--- src/hdl/rc4_stream_cipher_unit_macros.svh ---
// Assertion helpers used by the cipher controller (rc4_ctrl).
`ifndef RC4_STREAM_CIPHER_UNIT_MACROS_SVH
`define RC4_STREAM_CIPHER_UNIT_MACROS_SVH

// The consequent must hold in the same cycle as the antecedent.
`define RC4_ASSERT_SAME(label, clk, rst, ante, cons, msg) \
  label: assert property (@(posedge clk) disable iff (rst) (ante) |-> (cons)) \
    else $error(msg);

// The consequent must hold in the cycle after the antecedent.
`define RC4_ASSERT_NEXT(label, clk, rst, ante, cons, msg) \
  label: assert property (@(posedge clk) disable iff (rst) (ante) |=> (cons)) \
    else $error(msg);

`endif

--- src/hdl/rc4_key_mem.sv ---
`default_nettype none

// Key store with one write port and a registered read port.
module rc4_key_mem #(
  parameter int KEY_DEPTH = 256,
  parameter int KAW       = 8
) (
  input  wire logic           clk,
  input  wire logic           we,
  input  wire logic [KAW-1:0] waddr,
  input  wire logic [7:0]     wdata,
  input  wire logic [KAW-1:0] raddr,
  output logic [7:0]          rdata
);

  logic [7:0] mem [KEY_DEPTH];

  always_ff @(posedge clk) begin
    if (we) begin
      mem[waddr] <= wdata;
    end
    rdata <= mem[raddr];
  end

endmodule

`default_nettype wire

--- config.mk ---
export PLATFORM = sky130hd
export DESIGN_NAME = rc4_key_mem
export DESIGN_NICKNAME = d
export VERILOG_FILES = /design/src/hdl/rc4_stream_cipher_unit_macros.svh /design/src/hdl/rc4_key_mem.sv
export SDC_FILE = /design/constraint.sdc
export NUM_CORES = 2
export LEC_CHECK = 0
export BUFFER_PORTS_ARGS = -buffer_cell sky130_fd_sc_hd__buf_2
export CAP_MARGIN = 20
export CORE_MARGIN = 4
export CORE_UTILIZATION = 45
export DETAILED_ROUTE_END_ITERATION = 8
export GPL_TIMING_DRIVEN = 0
export PLACE_DENSITY = 0.7
export SLEW_MARGIN = 20
export SYNTH_ARGS = -nofsm -noshare
export SYNTH_HDL_FRONTEND = slang
export SYNTH_SLANG_ARGS = --single-unit
--- constraint.sdc ---
create_clock -name clk -period 3.4 [get_ports clk]
set_clock_uncertainty 0.05 [all_clocks]
set_input_delay 0.68 -clock clk [delete_from_list [all_inputs] [get_ports clk]]
set_output_delay 0.68 -clock clk [all_outputs]
set_load 0.1 [all_outputs]
### Word-level counts from Yosys, hierarchy flattened

Memory sizes are Yosys's and may differ from the RTL's. A register that Yosys moved wholly into a read port is not among the register bits.
Index checks and enable logic that the tools add are counted.

| cells by class | value |
|---|---|
| multiplexer cells | 2 |

Operators with widths:

| cell | count |
|---|---|
| $mux W1 | 2 |

| word-level totals | value |
|---|---|
| register bits after elaboration | 0 |
| bits in writable memories | 2,048 |
| bits of input ports | 26 |
| output and inout bits | 8 |
| word-level logic and storage cells | 3 |
| memories kept | 1 |

Memory list:

| memory | depth | width | read ports | clocked after memory_dff | write ports | line | text |
|---|---|---|---|---|---|---|---|
| mem | 256 | 8 | 1 | 1 | 1 | rc4_key_mem.sv:16 | `logic [7:0] mem [KEY_DEPTH];` |

### Longest topological paths before layout

| logic depth | value |
|---|---|
| depth in word-level cells | 2 |
| mapped depth | 11 |

### Least setup slack after synthesis

OpenSTA, ideal clock, no wires.

| timing | value |
|---|---|
| kind | input-to-reg |
| start point | input port raddr[0] |
| end point | register rdata[2] (read register of mem) |
| setup time | 131 ps |
| arrival | 2,487 ps |
| required time | 3,219 ps |
| setup slack | 732 ps |
| stages | 9 |
| buffers on the path | 4 |
| path through | buf_6 > buf_12 > buf_8 > buf_2 > mux4_2 > a22oi_1 > a21oi_1 > nor4_1 > nor4_2 |

RTL lines:

| element | line | text |
|---|---|---|
| start, declared | rc4_key_mem.sv:12 | `input wire logic [KAW-1:0] raddr,` |
| end, declared | rc4_key_mem.sv:13 | `output logic [7:0] rdata` |

==> impl_metrics.yaml <==
run_status:
  outcome: "finished, violations left"
  violations: "setup timing"
power:
  sw_frac_of_total: 0.223
  ir_drop_uv: 480
  switching_power_uw: 11700
  pwr-share-clk: 0.404
  p_seq_frac: 0.534
  p_int_uw: 40700
  p_per_area_nw_per_um2: 581
  comb_power_share: 0.061
  p_leak_uw: 0.0277
worst_setup_path:
  cp-end-kind: "flip-flop"
  crit_path_start_kind: "primary input"
  critical_path_class: "in -> reg"
  arrival_ns: 4.20
  startpoint: "raddr[1]"
  reg2reg_from: "mem[211][3]"
  path_max_fanout: 10
  worstPathRequired_ns: 4.04
yosys:
  synth_top_area_frac: 0.773
  synth_edf_count: 2048
  ys_seq_area_frac: 0.775
  syn_area_per_cell_um2: 21.3
  synth_nets: 3759
  yosys.cell_types.count: 55
  synth-seq-cells: 2056
  netlist_area_um2: 79600
  ys.flop_type: "edfxtp_1"
  syn_inst: 3733
  ys_top_cells_by_area: "edfxtp_1, mux4_2, mux2i_1"
  synth_area_leader_cell: "edfxtp_1"
  async_flop_share: 0
  synth_warnings: 0
detailed_routing:
  wirelength_um: 233000
  num_vias: 42058
  viasPerCell: 6.48
  drc: 0
  drtAntennaViolNets: 0
  dr.pass1.iters: 6
  drt_iter0_drc: 7328
  wl_per_cell_um: 35.8
timing:
  finalCritPeriodShare: 1.05
  finalHoldViolCount: 0
  slew_violations: 0
  tightest_slew_ns: 1.18
  rsz0062_at_grt: "true"
  slew-limit-headroom: 0.210
  fmax_mhz: 281
  min_period_ns: 3.56
  setup_violations: 8
  fin_ws_ns: -0.160
floorplan:
  dieHeight_um: 428
  rows: 154
  die_area_um2: 184000
  io_pins: 34
  core_um2: 176000
  die_width_um: 428
  initial_core_util: 0.452
clock_network:
  path_clk_slew_ns: 0.06
  worstSkewPairLatency_ns: 0.85
  clock_tree.buffer_depth: 3
  cts_sinks: 2056
  cts_tree: "built"
  h-tree-depth: 4
  cts_root_buf: "clkbuf_16"
  numCtsBuffers: 197
place:
  io_buffers: 26
  gp_congestion: 0.981
  dp_slack_ns: -1.73
  hpwl_um: 157000
  place_area_um2: 83500
worst_hold_path:
  holdCritPathClass: "in -> reg"
  min-delay-start: "wdata[4]"
cells_and_area:
  layout-drive-gt1-share: 0.240
  nNetsFinal: 4014
  stdcell_area_um2: 90100
  areaGrowthSynthToFinish_pct: 13.2
  fin_util: 0.512
grt:
  antenna_found_initial: 22
  grt-ovfl-total: 0
  grt_usage: 0.250
  grt_pass1_vias: 40742
  grt_pass1_wl_um: 322000
  grt_max_degree: 144
run:
  drv_cap: 0
[stage by stage]
stage / setup TNS [ns] / hold WS (ns) / instances / power (uW)
after floorplan: 0 / 0.720 / 3733 / 30000
after global placement: -3725.16 / 1.19 / 6099 / 31500
after detailed placement: -373.20 / 0.885 / 6128 / 31600
after CTS: 0 / 0.153 / 6482 / 52300
after global routing: -0.0202 / 0.183 / 6484 / 53500
final: -0.773 / 0.203 / 6495 / 52300
[sequential cells by signal, indices dropped and copies added (netlist names)]
name   count
mem     2048
rdata      8
[cell type report]
cell class              instances  area [um2]
fillers                     13489       85900
flip-flops and latches       2056       61700
multi-input cells            1442       16800
clock buffers                 255        5210
well taps                    2340        2930
plain buffers                 231        1570
repair buffers                 58         933
clock inverters               100         922
diodes                         11        27.5
inverters                       2        7.51
[synthesized netlist by cell type, types with 2 or more instances]
| master | count |
|---|---|
| dfxtp_1 | 8 |
| buf_2 | 31 |
| a31oi_1 | 2 |
| nor2_1 | 282 |
| o221ai_1 | 46 |
| o22ai_1 | 28 |
| o211ai_1 | 10 |
| or2_2 | 4 |
| nor2b_1 | 31 |
| buf_4 | 27 |
| o22a_1 | 5 |
| o32ai_1 | 4 |
| nand3_1 | 34 |
| buf_12 | 8 |
| edfxtp_1 | 2048 |
| and2_1 | 6 |
| o21ai_0 | 10 |
| nor3_1 | 22 |
| mux2i_1 | 134 |
| and3b_1 | 2 |
| a22o_1 | 8 |
| buf_6 | 21 |
| a2111oi_0 | 2 |
| o21ai_1 | 2 |
| nor4_2 | 3 |
| clkbuf_1 | 111 |
| a311oi_1 | 2 |
| a22oi_1 | 133 |
| nand2b_1 | 8 |
| a211oi_1 | 16 |
| a2111oi_1 | 2 |
| a221oi_1 | 13 |
| mux4_1 | 2 |
| buf_8 | 13 |
| a21oi_1 | 96 |
| buf_1 | 22 |
| mux4_2 | 454 |
| nor4_1 | 24 |
| nand3b_1 | 2 |
| nand4_1 | 10 |
| nand2_1 | 33 |
[repair_timing]
| action | in CTS | in global routing |
|---|---|---|
| endpoints found under the hold margin | 4 | 0 |
| gates resized for setup | 76 | 20 |
| pin swaps | 1 | 2 |
| hold buffers | 1 | 0 |
| buffers inserted | 0 | 2 |
| endpoints found under the setup margin | 8 | 8 |
[power by group through the flow]
| stage | combinational, uW | sequential, uW | clock, uW |
|---|---|---|---|
| 3_3_place_gp | 2910 | 28600 | 0 |
| 6_report | 3210 | 28000 | 21200 |
| 4_1_cts | 3120 | 28000 | 21200 |
| 3_5_place_dp | 3060 | 28500 | 0 |
| 2_1_floorplan | 1360 | 28600 | 0 |
| 5_1_grt | 3260 | 27900 | 22300 |
[cell usage in the layout, fill, tap and decap left out, types with 9 or more instances in the layout]
cell	count
clkinv_1	42
bufinv_16	12
edfxtp_1	2048
nor3_1	20
nor2_2	10
nand3_1	34
buf_16	23
nor2b_1	30
diode_2	11
buf_6	21
nor2_1	272
o21ai_0	10
buf_4	37
o22ai_1	28
clkbuf_16	200
nand4_1	10
mux4_2	454
nand2_1	33
nor4_4	13
a21oi_1	91
buf_8	21
mux2i_1	134
a221oi_1	9
a22oi_1	133
clkbuf_2	51
o211ai_1	10
clkbuf_1	113
buf_12	10
buf_2	52
clkinv_2	28
o221ai_1	46
a211oi_1	14
[critical path, cell delays in order]
cell and delay, ns:
buf_2 0.18, buf_4 0.22, buf_4 0.31, buf_2 0.56, mux4_2 0.42, a221oi_2 0.68
o32ai_1 0.35, nor3_2 0.41, nor4_2 0.10, buf_2 0.21
[per-layer routing]
metal | global-route usage | share of wire | vias up
met3 | 0.0802 | 0.14 | 638
met2 | 0.379 | 0.45 | 3258
met4 | 0.123 | 0.062 | 8
met5 | 0 | 0.00027 | -
li1 | - | - | 16247
met1 | 0.329 | 0.35 | 21907
[worst paths after layout]
kind            endpoint  cells past startpoint  slack (ns)
max             rdata[3]                     10       -0.16
min          mem[215][4]                      1        0.20
max reg2reg     rdata[3]                      7        0.40
min reg2reg     rdata[5]                      7        1.17
[logic make-up after synthesis]
| logic type | Yosys count | share of synthesized area |
|---|---|---|
| simple gates | 466 | 0.0263 |
| buf+inv | 235 | 0.0183 |
| compound gates | 385 | 0.0342 |
| mux | 591 | 0.146 |
| flops | 2056 | 0.775 |
Note: power is estimated with default switching activity, not from simulation.
