`config.mk`:
```
export PLATFORM = sky130hd
export DESIGN_NAME = rc4_perm_mem
export DESIGN_NICKNAME = d
export VERILOG_FILES = /design/src/hdl/rc4_stream_cipher_unit_macros.svh /design/src/hdl/rc4_pkg.sv /design/src/hdl/rc4_perm_mem.sv
export SDC_FILE = /design/constraint.sdc
export NUM_CORES = 2
export LEC_CHECK = 0
export BUFFER_PORTS_ARGS = -buffer_cell sky130_fd_sc_hd__buf_4
export CAP_MARGIN = 20
export CORE_ASPECT_RATIO = 0.7
export CORE_UTILIZATION = 55
export CTS_CLUSTER_SIZE = 24
export DETAILED_ROUTE_END_ITERATION = 10
export PLACE_DENSITY = 0.75
export SYNTH_ARGS = -nofsm -noshare
export SYNTH_HDL_FRONTEND = slang
export SYNTH_SLANG_ARGS = --single-unit
```
`constraint.sdc`:
```
create_clock -name clk -period 5.08 [get_ports clk]
set_input_delay 0.254 -clock clk [delete_from_list [all_inputs] [get_ports clk]]
set_output_delay 0.254 -clock clk [all_outputs]
set_load 0.005 [all_outputs]
```
`src/hdl/rc4_stream_cipher_unit_macros.svh`:
```
// Assertion helpers used by the cipher controller (rc4_ctrl).
`ifndef RC4_STREAM_CIPHER_UNIT_MACROS_SVH
`define RC4_STREAM_CIPHER_UNIT_MACROS_SVH

// The consequent must hold in the same cycle as the antecedent.
`define RC4_ASSERT_SAME(label, clk, rst, ante, cons, msg) \
  label: assert property (@(posedge clk) disable iff (rst) (ante) |-> (cons)) \
    else $error(msg);

// The consequent must hold in the cycle after the antecedent.
`define RC4_ASSERT_NEXT(label, clk, rst, ante, cons, msg) \
  label: assert property (@(posedge clk) disable iff (rst) (ante) |=> (cons)) \
    else $error(msg);

`endif

```
`src/hdl/rc4_pkg.sv`:
```
`default_nettype none

package rc4_pkg;

  // Permutation geometry.
  localparam int PERM_AW = 8;

  // Request kinds carried in req_type.
  localparam logic REQ_KEY  = 1'b0;
  localparam logic REQ_DATA = 1'b1;

  // Controller states: one data path and the key schedule.
  typedef enum logic [2:0] {
    ST_IDLE,
    ST_D1,
    ST_D2,
    ST_D3,
    ST_KA,
    ST_KB,
    ST_KC,
    ST_KD
  } state_t;

  // Access to the permutation memory for one cycle.
  typedef struct packed {
    logic               clear;
    logic               we;
    logic [PERM_AW-1:0] waddr;
    logic [7:0]         wdata;
    logic [PERM_AW-1:0] raddr;
  } perm_req_t;

endpackage

`default_nettype wire

```
`src/hdl/rc4_perm_mem.sv`:
```
`default_nettype none

// Permutation memory, 256 x 8, one write and one registered read per cycle.
// Each entry has a valid bit; an entry that is not valid reads as its own
// address, which gives the identity permutation after reset or a clear.
module rc4_perm_mem (
  input  wire logic                      clk,
  input  wire logic                      rst,
  input  wire rc4_pkg::perm_req_t        req,
  output logic [rc4_pkg::PERM_AW-1:0]    rdata
);

  localparam int Depth = 2 ** rc4_pkg::PERM_AW;

  logic [7:0]                   mem [Depth];
  logic [Depth-1:0]             valid;
  logic [7:0]                   rdata_q;
  logic [rc4_pkg::PERM_AW-1:0]  raddr_q;
  logic                         rvalid_q;

  // Storage array with registered read; a read at the written address
  // returns the old contents.
  always_ff @(posedge clk) begin
    if (req.we) begin
      mem[req.waddr] <= req.wdata;
    end
    rdata_q  <= mem[req.raddr];
    raddr_q  <= req.raddr;
    rvalid_q <= valid[req.raddr];
  end

  // Valid bits are cleared together on reset and on a schedule start.
  always_ff @(posedge clk) begin
    if (rst) begin
      valid <= '0;
    end else if (req.clear) begin
      valid <= '0;
    end else if (req.we) begin
      valid[req.waddr] <= 1'b1;
    end
  end

  assign rdata = rvalid_q ? rdata_q : raddr_q;

endmodule

`default_nettype wire

```
# Word-level counts from Yosys, hierarchy flattened
# Memory sizes are Yosys's and may differ from the RTL's. A register that Yosys moved wholly into a read port is not among the register bits.
# Cells that the tools add are included.
dict set report totals {
  register_bits 265
  ram_bits 2048
  in_bits 28
  out_inout_bits 8
  word_cells 17
  n_memories 1
}
dict set report op_classes {
  n_lt_le_gt_ge 3
  muxes 7
  bitwise_logic 1
  n_reduce_logical 2
}
# name words width read_ports rd_ports_with_merged_regs wr line
set mem_list {}
lappend mem_list {mem 256 8 1 1 1 rc4_perm_mem.sv:15} ;# logic [7:0] mem [Depth];
# op count
set op_table {}
lappend op_table {{256-bit bitwise OR} 1}
lappend op_table {{8-bit by 9-bit less-than comparator with 1-bit output, second input constant} 2}
lappend op_table {{1-bit binary-select mux with 8-bit select} 1}
lappend op_table {{1-bit demux with 8-bit select} 1}
lappend op_table {{8-bit by 1-bit greater-or-equal comparator with 1-bit output, second input constant} 1}
lappend op_table {{8-bit 2-to-1 mux} 1}
lappend op_table {{1-bit 2-to-1 mux} 4}
lappend op_table {{2-bit OR reduction} 1}
lappend op_table {{1-bit logical AND} 1}

# Longest topological paths before layout
dict set report depth {
  word_depth 5
  mapped_depth 13
  mapped_depth_nobuf 6
}

# Worst setup path before layout
# No wires, ideal clock.
dict set report synth_timing {
  path_kind {input to register}
  start {in req[1] (netlist name)}
  end {reg rdata_q[6] (read register of mem)}
  arrival_ps 2176
  path_slack_ps 2776
  stages 9
  n_path_buf 4
  path_cell_list {buf_2 buf_2 buf_2 clkbuf_1 mux4_2 a221oi_1 o22ai_1 a211oi_1 nor4b_2}
}
# item line
set synth_lines {}
lappend synth_lines {{from (decl)} rc4_perm_mem.sv:9} ;# input wire rc4_pkg::perm_req_t req,
lappend synth_lines {{to (decl)} rc4_perm_mem.sv:17} ;# logic [7:0] rdata_q;

==> flow_summary.toml <==
[yosys]
syn_nets = 4719
ys.flop_type = "edfxtp_1"
yosysTopAreaCell = "edfxtp_1"
syn_inst = 4691
yosys.cell_types.count = 58
synth_commonest_cells = "2048 x edfxtp_1, 740 x nor2_1, 520 x mux4_2"
yosys_warnings = 0
synth_async_sr_flop_share_pct = 0
synth_area_leaders = "edfxtp_1 69%, mux4_2 13%, dfxtp_1 6.1%, nor2_1 3.1%, mux2i_1 2.1%"
synth-seq-cells = 2321
ys_seq_area_share_pct = 75.0
synth_area_per_cell_um2 = 19.0
syn_area_um2 = 89300
synth.most_common_cell = "edfxtp_1"
netlist.area_leader.share_pct = 68.9
synth_edf_count = 2048

[sta]
rsz0062_at_grt = "no"
maxSlewViolCount = 0
layout_worst_path_cycle_share_pct = 70.7
period_needed_ns = 3.59
fmaxAchievable_mhz = 278
fin_skew_ns = 0.0344
worstMarginPinSlew_ns = 1.16
relSlewSlack_pct = 22.7
tns_ns = 0
hold_viol = 0
setup_violations = 0

[setup_path]
worstPathMaxFanout = 65
crit_arrival_ns = 4.27
cp-start-kind = "primary input"
cpMostUsedCell = "mux4_2"
cp-end-kind = "flop"
crit_chain = "dlygate4sd3_1 > buf_8 > buf_4 > mux4_2 > mux4_2 > nand2_1 > o31ai_1 > nor3_1 > nor4_1"
r2r_setup_slack_ns = 2.09
max_stage_delay_ns = 0.79
rr_worst_depth = 5
reg2reg_from = "mem[182][6]"
critPathSlowestCell = "nor3_1"
timing.rr.end = "rdata_q[6]"
worstPathRequired_ns = 5.76
path_class = "primary input to flop"

[min_path]
holdPathEnd = "valid[151]"
hold_depth = 5
hp-start = "req[17]"
holdCritPathClass = "primary input to flop"

[global_route]
grt_max_degree = 155
grt_pass1_wl_mm = 324
grt_overflow = 0
grt_pass1_vias = 45892
grt_use_total_pct = 27.4
grt_antenna_before_repair = 7

[power_and_ir_drop]
pwr_density_cell_nw_per_um2 = 384
switching_share_pct = 21.2
cell_internal_pwr_w = 0.0298
ir_drop_uv = 422
p_clk_share_pct = 40.0
seqPwrFrac_pct = 55.0
p_comb_share_pct = 5.0
p_leak_nw = 31.0
power.switching_w = 0.00801

[floorplan]
die_h_um = 339
die_area_um2 = 164000
rows = 123
core_area_um2 = 161000
initial_core_util_pct = 55.5
die_w_um = 484
io-pin-count = 36

[clock_tree]
ctsRootBufferMaster = "clkbuf_16"
cts_max_path_buffers = 3
cts_buffers = 196
clkSinkCount = 2321
cts_tree = "done"
clk_latency_ns = 0.83
htree_levels = 4
cts_resized = 0
path_clk_slew_ns = 0.07

[final_layout]
area_growth_pct = 10.5
postLayoutCoreUtil_pct = 61.3
regArea_um2 = 67000
nFillCells = 10818
drive_gt1_share_pct = 21.0
multi_input_area_um2 = 20700
nets = 4818

[routing]
wirelength_mm = 223
firstDrtPassIters = 7
num_vias = 47151
drc = 0
drtIter0Drc = 7123
antenna_left = 0
avgRoutedWirePerCell_um = 31.4
via_per_inst = 6.65

[place]
io_buffers = 35
dp_hpwl_mm = 136
gp_congestion = 0.896

[job]
maxCapViolCount = 0

[run_status]
status = "completed"
[layout by cell type, fill, tap and decap left out, drive strengths merged, types with 45 or more instances in the layout]
cell type,instances
a21oi,68
a22oi,81
buf,165
clkbuf,325
dfxtp,273
edfxtp,2048
mux2i,190
mux4,520
nand2,69
nand3,45
nor2,740
o22ai,52
[worst max-delay path by stage]
stage           start  slack, ns  depth (start not counted)          to
5_1_grt        req[1]       1.45                          9  rdata_q[5]
2_1_floorplan  req[1]       2.78                          9  rdata_q[6]
3_3_place_gp   req[0]       0.51                          8  rdata_q[5]
3_5_place_dp   req[0]       1.31                          8  rdata_q[7]
4_1_cts        req[1]       1.63                         10  rdata_q[7]
6_report       req[1]       1.49                          9  rdata_q[5]
[timing repair]
| item | CTS | global route |
|---|---|---|
| endpoints found under the hold margin | 70 | 1 |
| hold buffers | 7 | 2 |
| setup buffers | 0 | 0 |
[critical path: cells and delay by family]
| kind | cells | cell delay [ns] |
|---|---|---|
| compound gates | 1 | 0.13 |
| buf+inv | 3 | 1.72 |
| mux | 2 | 1.00 |
| simple gates | 3 | 1.06 |
[power groups by stage]
stage | combinational, W | clock [W] | sequential (W)
2_1_floorplan | 0.00102 | 0 | 0.0212
3_3_place_gp | 0.00180 | 0 | 0.0212
3_5_place_dp | 0.00184 | 0 | 0.0212
4_1_cts | 0.00185 | 0.0152 | 0.0208
5_1_grt | 0.00195 | 0.0160 | 0.0208
6_report | 0.00188 | 0.0151 | 0.0208
[per-layer routing]
metal | share of wire [%] | routed length (µm) | global-route usage (%)
met5 | 0.017 | 38 | 0
met4 | 2.6 | 5900 | 7.89
met3 | 13 | 29400 | 6.85
met2 | 44 | 98900 | 39.2
met1 | 40 | 88700 | 41.8
[registers in the layout, indices dropped and copies added (netlist names)]
signal,cells
mem,2048
rvalid_q,1
rdata_q,8
valid,256
raddr_q,8
[cells by family after synthesis]
logic type	count (synthesis)	share of synthesized area [%]
flops	2321	75.0
simple gates	954	4.38
mux	723	15.4
compound gates	404	3.32
buf+inv	289	1.86
[through the flow]
step | cell area, µm² | hold slack (ns) | std cells | setup slack (ns) | power [W]
after floorplan | 89300 | 0.282 | 4691 | 2.78 | 0.0222
after global placement | 91900 | 0.444 | 6692 | 0.512 | 0.0230
after detailed placement | 91900 | 0.455 | 6694 | 1.31 | 0.0231
after CTS | 98400 | 0.0552 | 7072 | 1.63 | 0.0379
after global routing | 98600 | 0.0923 | 7089 | 1.45 | 0.0387
final | 98600 | 0.0443 | 7092 | 1.49 | 0.0378
[cell type report]
cell class | instances | share of cell area [%]
clock inverter | 57 | 0.589
tap | 2125 | 2.70
antenna | 4 | 0.0102
inverter | 5 | 0.0190
multi-input combinational | 2081 | 21.0
timing repair buffer | 185 | 1.85
sequential | 2321 | 67.9
clock buffer | 314 | 5.96
No activity file was read; power rests on OpenSTA's default activity.
