### src/hdl/rc4_stream_cipher_unit_macros.svh
// Assertion helpers used by the cipher controller (rc4_ctrl).
`ifndef RC4_STREAM_CIPHER_UNIT_MACROS_SVH
`define RC4_STREAM_CIPHER_UNIT_MACROS_SVH

// The consequent must hold in the same cycle as the antecedent.
`define RC4_ASSERT_SAME(label, clk, rst, ante, cons, msg) \
  label: assert property (@(posedge clk) disable iff (rst) (ante) |-> (cons)) \
    else $error(msg);

// The consequent must hold in the cycle after the antecedent.
`define RC4_ASSERT_NEXT(label, clk, rst, ante, cons, msg) \
  label: assert property (@(posedge clk) disable iff (rst) (ante) |=> (cons)) \
    else $error(msg);

`endif

### src/hdl/rc4_pkg.sv
`default_nettype none

package rc4_pkg;

  // Permutation geometry.
  localparam int PERM_AW = 8;

  // Request kinds carried in req_type.
  localparam logic REQ_KEY  = 1'b0;
  localparam logic REQ_DATA = 1'b1;

  // Controller states: one data path and the key schedule.
  typedef enum logic [2:0] {
    ST_IDLE,
    ST_D1,
    ST_D2,
    ST_D3,
    ST_KA,
    ST_KB,
    ST_KC,
    ST_KD
  } state_t;

  // Access to the permutation memory for one cycle.
  typedef struct packed {
    logic               clear;
    logic               we;
    logic [PERM_AW-1:0] waddr;
    logic [7:0]         wdata;
    logic [PERM_AW-1:0] raddr;
  } perm_req_t;

endpackage

`default_nettype wire

### src/hdl/rc4_req_if.sv
`default_nettype none

// Input channel: key bytes and data bytes.
interface rc4_req_if;
  logic       valid;
  logic       ready;
  logic       req_type;
  logic [7:0] byte_value;
  logic       last_of_buffer;

  modport source (output valid, output req_type, output byte_value,
                  output last_of_buffer, input ready);
  modport sink (input valid, input req_type, input byte_value,
                input last_of_buffer, output ready);
endinterface

`default_nettype wire

### src/hdl/rc4_rsp_if.sv
`default_nettype none

// Output channel: processed data bytes.
interface rc4_rsp_if;
  logic       valid;
  logic       ready;
  logic [7:0] out_byte;
  logic       out_last;

  modport source (output valid, output out_byte, output out_last, input ready);
  modport sink (input valid, input out_byte, input out_last, output ready);
endinterface

`default_nettype wire

### src/hdl/rc4_ctrl.sv
`default_nettype none

`include "rc4_stream_cipher_unit_macros.svh"

// Sequencer for key loading, the key schedule and the per-byte keystream.
module rc4_ctrl #(
  parameter int KEY_DEPTH = 256,
  parameter int KAW       = 8
) (
  input  wire logic               clk,
  input  wire logic               rst,
  input  wire logic [8:0]         eff_len,
  rc4_req_if.sink                 req,
  rc4_rsp_if.source               rsp,
  output rc4_pkg::perm_req_t      perm,
  input  wire logic [7:0]         perm_rdata,
  output logic                    key_we,
  output logic [KAW-1:0]          key_waddr,
  output logic [7:0]              key_wdata,
  output logic [KAW-1:0]          key_raddr,
  input  wire logic [7:0]         key_rdata
);

  localparam logic [8:0] KeyDepthW = 9'(KEY_DEPTH);

  rc4_pkg::state_t state;
  rc4_pkg::state_t state_next;

  logic [7:0]     idx_i;
  logic [7:0]     idx_j;
  logic [8:0]     kcnt;
  logic [8:0]     sched_len;
  logic [7:0]     n;
  logic [KAW-1:0] k;
  logic [7:0]     acc;
  logic [7:0]     s_a;
  logic [7:0]     s_b;
  logic [7:0]     i1;
  logic [7:0]     j1;
  logic [7:0]     t;
  logic [7:0]     data_byte;
  logic           data_last;
  logic           rsp_valid;
  logic           rsp_valid_next;
  logic [7:0]     out_byte;
  logic           out_last;

  logic           accept;
  logic           is_key;
  logic [8:0]     kcnt_inc;
  logic           start_sched;
  logic [8:0]     k_inc;
  logic [7:0]     ks;
  logic           out_load;

  // Input transaction and key counting.
  assign accept      = req.valid && req.ready;
  assign is_key      = (req.req_type == rc4_pkg::REQ_KEY);
  assign kcnt_inc    = kcnt + 9'd1;
  assign start_sched = accept && is_key && (kcnt_inc >= eff_len);
  assign k_inc       = 9'(k) + 9'd1;

  // Keystream byte, forwarding the swap values when S[t] was just written
  // or is still to be written.
  always_comb begin
    if (t == j1) begin
      ks = s_a;
    end else if (t == i1) begin
      ks = s_b;
    end else begin
      ks = perm_rdata;
    end
  end

  // Key store write on a key transaction, read at the schedule key index.
  assign key_we    = accept && is_key && (kcnt < KeyDepthW);
  assign key_waddr = kcnt[KAW-1:0];
  assign key_wdata = req.byte_value;
  assign key_raddr = k;

  // Next state, memory access and handshake.
  always_comb begin
    state_next  = state;
    req.ready   = 1'b0;
    out_load    = 1'b0;
    perm.clear  = 1'b0;
    perm.we     = 1'b0;
    perm.waddr  = i1;
    perm.wdata  = perm_rdata;
    perm.raddr  = idx_i + 8'd1;
    unique case (state)
      rc4_pkg::ST_IDLE: begin
        req.ready = 1'b1;
        if (accept) begin
          if (!is_key) begin
            state_next = rc4_pkg::ST_D1;
          end else if (start_sched) begin
            perm.clear = 1'b1;
            state_next = rc4_pkg::ST_KA;
          end
        end
      end
      rc4_pkg::ST_D1: begin
        perm.raddr = idx_j + perm_rdata;
        state_next = rc4_pkg::ST_D2;
      end
      rc4_pkg::ST_D2: begin
        perm.we    = 1'b1;
        perm.waddr = i1;
        perm.wdata = perm_rdata;
        perm.raddr = s_a + perm_rdata;
        state_next = rc4_pkg::ST_D3;
      end
      rc4_pkg::ST_D3: begin
        perm.we    = 1'b1;
        perm.waddr = j1;
        perm.wdata = s_a;
        perm.raddr = t;
        if (!rsp_valid || rsp.ready) begin
          out_load   = 1'b1;
          state_next = rc4_pkg::ST_IDLE;
        end
      end
      rc4_pkg::ST_KA: begin
        perm.raddr = n;
        state_next = rc4_pkg::ST_KB;
      end
      rc4_pkg::ST_KB: begin
        perm.raddr = acc + key_rdata + perm_rdata;
        state_next = rc4_pkg::ST_KC;
      end
      rc4_pkg::ST_KC: begin
        perm.we    = 1'b1;
        perm.waddr = n;
        perm.wdata = perm_rdata;
        perm.raddr = acc;
        state_next = rc4_pkg::ST_KD;
      end
      rc4_pkg::ST_KD: begin
        perm.we    = 1'b1;
        perm.waddr = acc;
        perm.wdata = s_a;
        perm.raddr = acc;
        state_next = (n == 8'hFF) ? rc4_pkg::ST_IDLE : rc4_pkg::ST_KA;
      end
      default: begin
        state_next = rc4_pkg::ST_IDLE;
      end
    endcase
  end

  // State register.
  always_ff @(posedge clk) begin
    if (rst) begin
      state <= rc4_pkg::ST_IDLE;
    end else begin
      state <= state_next;
    end
  end

  // Cipher indices and key count.
  always_ff @(posedge clk) begin
    if (rst) begin
      idx_i <= '0;
      idx_j <= '0;
      kcnt  <= '0;
    end else if (start_sched) begin
      idx_i <= '0;
      idx_j <= '0;
      kcnt  <= '0;
    end else if (accept && is_key) begin
      kcnt <= kcnt_inc;
    end else if (out_load) begin
      idx_i <= i1;
      idx_j <= j1;
    end
  end

  // Working registers of the data path and the key schedule.
  always_ff @(posedge clk) begin
    if (state == rc4_pkg::ST_IDLE && accept) begin
      data_byte <= req.byte_value;
      data_last <= req.last_of_buffer;
      i1        <= idx_i + 8'd1;
    end
    if (start_sched) begin
      sched_len <= eff_len;
      n         <= '0;
      k         <= '0;
      acc       <= '0;
    end
    unique case (state)
      rc4_pkg::ST_D1: begin
        s_a <= perm_rdata;
        j1  <= idx_j + perm_rdata;
      end
      rc4_pkg::ST_D2: begin
        s_b <= perm_rdata;
        t   <= s_a + perm_rdata;
      end
      rc4_pkg::ST_KB: begin
        s_a <= perm_rdata;
        acc <= acc + key_rdata + perm_rdata;
      end
      rc4_pkg::ST_KD: begin
        n <= n + 8'd1;
        if (k_inc >= sched_len) begin
          k <= '0;
        end else begin
          k <= k_inc[KAW-1:0];
        end
      end
      default: begin
      end
    endcase
  end

  // Output register: holds one result until the sink takes it.
  always_comb begin
    if (out_load) begin
      rsp_valid_next = 1'b1;
    end else if (rsp.ready) begin
      rsp_valid_next = 1'b0;
    end else begin
      rsp_valid_next = rsp_valid;
    end
  end

  always_ff @(posedge clk) begin
    if (rst) begin
      rsp_valid <= 1'b0;
    end else begin
      rsp_valid <= rsp_valid_next;
    end
  end

  always_ff @(posedge clk) begin
    if (out_load) begin
      out_byte <= data_byte ^ ks;
      out_last <= data_last;
    end
  end

  assign rsp.valid    = rsp_valid;
  assign rsp.out_byte = out_byte;
  assign rsp.out_last = out_last;

  // Checks on the sequencing.
  `RC4_ASSERT_NEXT(a_data_starts, clk, rst, accept && !is_key,
    state == rc4_pkg::ST_D1, "data transaction did not start the data path")
  `RC4_ASSERT_NEXT(a_sched_ends, clk, rst, state == rc4_pkg::ST_KD && n == 8'hFF,
    state == rc4_pkg::ST_IDLE && kcnt == 9'd0, "key schedule did not end cleanly")
  `RC4_ASSERT_SAME(a_perm_write, clk, rst, perm.we,
    state == rc4_pkg::ST_D2 || state == rc4_pkg::ST_D3 ||
    state == rc4_pkg::ST_KC || state == rc4_pkg::ST_KD,
    "permutation written outside a write step")
  `RC4_ASSERT_SAME(a_sched_idx, clk, rst, state == rc4_pkg::ST_KA && n == 8'd0,
    idx_i == 8'd0 && idx_j == 8'd0, "indices not cleared at schedule start")

endmodule

`default_nettype wire
### src/flat_wrapper.sv
// flat-port wrapper written by rule: the top's interface ports become plain ports
module rc4_ctrl_flat 
#(
  parameter int KEY_DEPTH = 256,
  parameter int KAW       = 8
)
  (clk, rst, eff_len, perm, perm_rdata, key_we, key_waddr, key_wdata, key_raddr, key_rdata, req_valid, req_req_type, req_byte_value, req_last_of_buffer, req_ready, rsp_valid, rsp_out_byte, rsp_out_last, rsp_ready);
  rc4_req_if req_i ();
  rc4_rsp_if rsp_i ();
  input  wire logic clk;
  input  wire logic rst;
  input  wire logic [8:0] eff_len;
  output rc4_pkg::perm_req_t perm;
  input  wire logic [7:0] perm_rdata;
  output logic key_we;
  output logic [KAW-1:0] key_waddr;
  output logic [7:0] key_wdata;
  output logic [KAW-1:0] key_raddr;
  input  wire logic [7:0] key_rdata;
  input wire logic [$bits(req_i.valid)-1:0] req_valid;
  input wire logic [$bits(req_i.req_type)-1:0] req_req_type;
  input wire logic [$bits(req_i.byte_value)-1:0] req_byte_value;
  input wire logic [$bits(req_i.last_of_buffer)-1:0] req_last_of_buffer;
  output wire logic [$bits(req_i.ready)-1:0] req_ready;
  output wire logic [$bits(rsp_i.valid)-1:0] rsp_valid;
  output wire logic [$bits(rsp_i.out_byte)-1:0] rsp_out_byte;
  output wire logic [$bits(rsp_i.out_last)-1:0] rsp_out_last;
  input wire logic [$bits(rsp_i.ready)-1:0] rsp_ready;
  assign req_i.valid = req_valid;
  assign req_i.req_type = req_req_type;
  assign req_i.byte_value = req_byte_value;
  assign req_i.last_of_buffer = req_last_of_buffer;
  assign req_ready = req_i.ready;
  assign rsp_valid = rsp_i.valid;
  assign rsp_out_byte = rsp_i.out_byte;
  assign rsp_out_last = rsp_i.out_last;
  assign rsp_i.ready = rsp_ready;
  rc4_ctrl #(.KEY_DEPTH(KEY_DEPTH), .KAW(KAW)) u_core (.clk(clk), .rst(rst), .eff_len(eff_len), .req(req_i), .rsp(rsp_i), .perm(perm), .perm_rdata(perm_rdata), .key_we(key_we), .key_waddr(key_waddr), .key_wdata(key_wdata), .key_raddr(key_raddr), .key_rdata(key_rdata));
endmodule
### config.mk
export PLATFORM = sky130hd
export DESIGN_NAME = rc4_ctrl_flat
export DESIGN_NICKNAME = d
export VERILOG_FILES = /design/src/hdl/rc4_pkg.sv /design/src/hdl/rc4_req_if.sv /design/src/hdl/rc4_rsp_if.sv /design/src/hdl/rc4_ctrl.sv /design/src/flat_wrapper.sv
export VERILOG_INCLUDE_DIRS = /design/src /design/src/hdl
export SDC_FILE = /design/constraint.sdc
export NUM_CORES = 1
export LEC_CHECK = 0
export BUFFER_PORTS_ARGS = -buffer_cell sky130_fd_sc_hd__clkbuf_2
export CAP_MARGIN = 15
export CORE_MARGIN = 3
export CORE_UTILIZATION = 45
export DETAILED_ROUTE_END_ITERATION = 12
export PLACE_DENSITY = 0.62
export SYNTH_ARGS = -nofsm -noshare
export SYNTH_HDL_FRONTEND = slang
export SYNTH_SLANG_ARGS = --single-unit
### constraint.sdc
create_clock -name clk -period 4.4 [get_ports clk]
set_clock_uncertainty 0.2 [all_clocks]
set_input_delay 1.1 -clock clk [delete_from_list [all_inputs] [get_ports clk]]
set_output_delay 1.1 -clock clk [all_outputs]
set_load 0.05 [all_outputs]
# ---- Word-level counts from Yosys, hierarchy flattened
# Cells that the tools add are included.
dict set report op_classes {
  addsub 8
  n_mul 0
  n_div 0
  magnitude_cmp 3
  n_eq_ne 13
  shift 0
  n_mux 24
  bitwise 3
  n_reduce_logical 16
}
# cell n
set ops {}
lappend ops {{$pmux W17 S4} 1}
lappend ops {{$mux W8} 7}
lappend ops {{$pmux W8 S6} 1}
lappend ops {{$add A8 B8 Y8} 4}
lappend ops {{$pmux W3 S8} 1}
lappend ops {{$ge A9 B9 Y1} 2}
lappend ops {{$add A8 B1 Y8 const B} 2}
lappend ops {{$eq A8 B8 Y1} 2}
lappend ops {{$mux W3} 5}
lappend ops {{$eq A3 B3 Y1 const B} 4}
lappend ops {{$add A8 B1 Y9 const B} 1}
lappend ops {{$add A9 B1 Y9 const B} 1}
lappend ops {{$lt A9 B9 Y1 const B} 1}
lappend ops {{$mux W1} 9}
lappend ops {{$eq A8 B8 Y1 const B} 1}
lappend ops {{$xor A8 B8 Y8} 1}
lappend ops {{$eq A3 B2 Y1 const B} 2}
lappend ops {{$reduce_bool A2 Y1} 3}
lappend ops {{$reduce_or A2 Y1} 3}
lappend ops {{$logic_and A1 B1 Y1} 5}
lappend ops {{$ne A2 B1 Y1 const B} 2}
lappend ops {{$eq A3 B1 Y1 const B} 1}
lappend ops {{$logic_not A3 Y1} 1}
lappend ops {{$ne A3 B2 Y1 const B} 1}
lappend ops {{5 further kinds} 6}
dict set report totals {
  register_bits 120
  latch_bits 0
  ramBits 0
  rom_bits 0
  in_bits 39
  output_inout_bits 62
  wordCells 85
  mem_count 0
}

# ---- Longest topological paths before layout
dict set report depth {
  depth_word 9
  depth_mapped 14
  ltp_nobuf 13
}

# ---- Worst setup path before layout
# No wires, ideal clock.
dict set report synth_path {
  path_kind {input-to-output}
  start {input perm_rdata[1]}
  end {output perm[5] (netlist name)}
  arrival_time_ps 3889
  required_time_ps 3100
  setup_slack_ps -789
  path_stages 9
  cell_sequence {fa_1 -> ha_1 -> inv_1 -> fa_1 -> nor2b_1 -> o21ai_0 -> a211oi_1 -> a211oi_1 -> o21ai_0}
}
# element line_no
set synth_lines {}
lappend synth_lines {{start, declared} flat_wrapper.sv:14} ;# input wire logic [7:0] perm_rdata;
lappend synth_lines {{end, declared} flat_wrapper.sv:13} ;# output rc4_pkg::perm_req_t perm;

==> out/qor.yml <==
area_growth_pct: 24.67
path_cells: "clkbuf_2 -> inv_1 -> fa_1 -> inv_1 -> ha_2 -> inv_2 -> fa_2 -> nor2b_2 -> o31a_1 -> o21ai_1 -> nand2b_1 -> xnor2_2 -> nor2_4 -> o22a_4 -> buf_12"
die_w_um: 132.8
synthTopCellsByCount: "edfxtp_1 (91), nand2_1 (82), a21oi_1 (62)"
cts_hold_buf: 0
slowest_delay_ns: 0.41
tightest_slew_ns: 0.9706
grt_overflow: 0
cts_root_buf: "clkbuf_16"
grt_max_degree: 24
slew_viol_final: 0
synthTopCellsByArea: "edfxtp_1 (38%), dfxtp_1 (8.0%), ha_1 (7.3%)"
worstSetupStartpointType: "primary input"
failed_checks: "setup timing"
finalSetupViolations: 6
cts_buffers: 17
endpoint: "perm[7]"
synth_edf_count: 91
final_core_util_pct: 58.28
relSlewSlack_pct: 34.94
nNetsFinal: 946
clk_pin_slew_ns: 0.06
drc: 0
period_needed_ns: 4.693
drtAntennaViolNets: 0
io_pins: 101
fp-row-count: 45
vias: 5974
slowest_stage: "fa_1"
drt_iter0_markers: 464
syn_nets: 820
peakVddDrop_uv: 329.6
critPathRequiredTime_ns: 3.10
grt_usage_pct: 22.65
io_buffers: 100
rsz0062_at_grt: "true"
yosysTopAreaCell: "edfxtp_1"
synthDistinctLibCells: 59
cp-end-kind: "primary output"
postLayoutCellArea_sq_um: 9024
placed_cell_area_sq_um: 8240
r2r_start: "u_core.kcnt[0]"
arrival_ns: 3.39
dpl.hpwl_um: 14830
clk-insertion-delay-late_ns: 0.42
hold_viol: 0
grt_pass1_wl_um: 31120
fmax_ghz: 0.2131
dieArea_sq_um: 17640
fill_cells: 1343
first_pass_iters: 5
min_period_over_period_pct: 106.7
routed_via_density: 5.537
power_leakage_uw: 0.003739
r2r_cells: 13
ys.flop_type: "edfxtp_1"
core_sq_um: 15480
chipHeight_um: 132.8
clk_path_buf_depth: 2
power.density_nw_per_um2: 388.0
wirelength_um: 19750
status: "finished with violations"
syn_avg_cell_area_sq_um: 9.929
crit_path_start: "perm_rdata[0]"
cp_common_cell: "inv_1"
seq_area_frac_synth_pct: 45.77
start_util_pct: 46.75
cap_violations: 0
regToRegSetupSlack_ns: 0.93
cts_tree: "built"
setup_slack_ns: -0.2930
yosysTopAreaCellShare_pct: 37.75
antenna_found_initial: 0
cts_max_level: 4
async_flop_share_pct: 0
cts_sinks: 120
path_class: "primary input to primary output"
wl_per_cell_um: 18.31
ys_warn_count: 0
rr_endpoint: "u_core.idx_i[2]"
yosysMostFrequentCell: "edfxtp_1"
crit_path_max_fanout: 2
netlist_area_sq_um: 7238
grt_pass1_vias: 5789
hp-class: "flip-flop to flip-flop"
synth-seq-cells: 120
diodes: 0
place_congestion: 0.9172
final_layout_size_suffix_gt1_share_pct: 25.46
synth_cells: 729
through the flow:
stage	setup WS (ns)	total power, uW	hold WS [ns]	cells	TNS (ns)
floorplan	-0.1040	1834	0.2003	729	-0.1111
global placement	-0.3949	2093	0.2015	1044	-1.688
detailed placement	-0.4332	2102	0.2205	1044	-1.810
CTS	-0.3596	3490	0.2341	1076	-1.480
global route	-0.3990	3630	0.2361	1079	-1.789
finish	-0.2930	3501	0.2269	1079	-1.307
layout make-up:
class / instances / area (sq um) / area share, %
multi-input cells: 519 / 3706 / 41.07
inverters: 50 / 196.4 / 2.177
clock buffers: 25 / 506.7 / 5.616
repair buffers: 147 / 964.7 / 10.69
clock inverters: 7 / 66.31 / 0.7349
well taps: 211 / 264.0 / 2.926
flip-flops and latches: 120 / 3319 / 36.79
routing by layer:
| layer | wire length, um | global-route usage, % | up-vias |
|---|---|---|---|
| met5 | 0 | 0 | - |
| met4 | 389 | 8.199 | 0 |
| met3 | 1576 | 5.589 | 39 |
| met2 | 8801 | 33.63 | 248 |
| met1 | 8987 | 32.21 | 2866 |
| li1 | - | - | 2821 |
registers in the layout, indices dropped and copies added, names as in the netlist, 3 cells and up:
register and count:
u_core.i1 8, u_core.n 8, u_core.state 3, u_core.j1 8
u_core.idx_i 8, u_core.data_byte 8, u_core.acc 8, u_core.kcnt 9
u_core.key_raddr 8, u_core.s_a 8, u_core.sched_len 9, u_core.s_b 8
u_core.idx_j 8, u_core.t 8, u_core.rsp.out_byte 8
power by group:
part           switching [uW]  total [uW]  internal (uW)
clock                     513        1370            854
sequential               51.3        1330           1280
combinational             494         800            307
total                    1060        3500           2440
how the worst min path moves through the flow:
stage                     slack [ns]        startpoint             endpoint  cells past startpoint
after CTS                       0.23  u_core.data_last  u_core.rsp.out_last                      0
after floorplan                 0.20  u_core.data_last  u_core.rsp.out_last                      0
after global routing            0.24  u_core.data_last  u_core.rsp.out_last                      0
after global placement          0.20  u_core.data_last  u_core.rsp.out_last                      0
after detailed placement        0.22  u_core.data_last  u_core.rsp.out_last                      0
final                           0.23  u_core.data_last  u_core.rsp.out_last                      0
what timing repair did:
| action | CTS | global route |
|---|---|---|
| endpoints found under the setup margin | 8 | 8 |
| gates resized for setup | 24 | 25 |
| pin swaps | 19 | 10 |
| setup buffers | 2 | 3 |
worst max-delay path, delay by kind of cell:
kind | cells | cell delay (ns)
xor+xnor | 1 | 0.14
fa+ha+maj | 3 | 0.94
buf+inv | 5 | 0.41
simple gates | 3 | 0.33
compound gates | 3 | 0.47
placed cells by master (no fill, tap or decap), types with 5 or more instances in the layout:
| cell | instances |
|---|---|
| a21oi_1 | 57 |
| nand2b_1 | 11 |
| ha_1 | 40 |
| buf_4 | 47 |
| nor2_1 | 54 |
| nand3_1 | 20 |
| clkbuf_2 | 90 |
| nor2b_1 | 8 |
| a22oi_1 | 5 |
| clkbuf_16 | 18 |
| nand2_1 | 82 |
| and3_1 | 17 |
| xnor2_1 | 43 |
| nor3_1 | 8 |
| inv_1 | 45 |
| o22ai_1 | 16 |
| xor2_1 | 22 |
| o31ai_1 | 5 |
| a21o_1 | 8 |
| o21ai_0 | 25 |
| buf_12 | 6 |
| dfxtp_1 | 26 |
| edfxtp_1 | 91 |
| mux2i_1 | 10 |
| fa_1 | 8 |
kinds of logic after synthesis:
kind of cell	count (synthesis)	synth area share, %
AO/OA/AOI/OAI	154	12.62
adder cells (fa/ha/maj)	52	10.03
flip-flops	120	45.77
AND/OR/NAND/NOR	230	14.95
XOR/XNOR	68	8.228
multiplexers	15	2.472
buffers and inverters	90	5.929
Power figures use the tool's default switching activity.
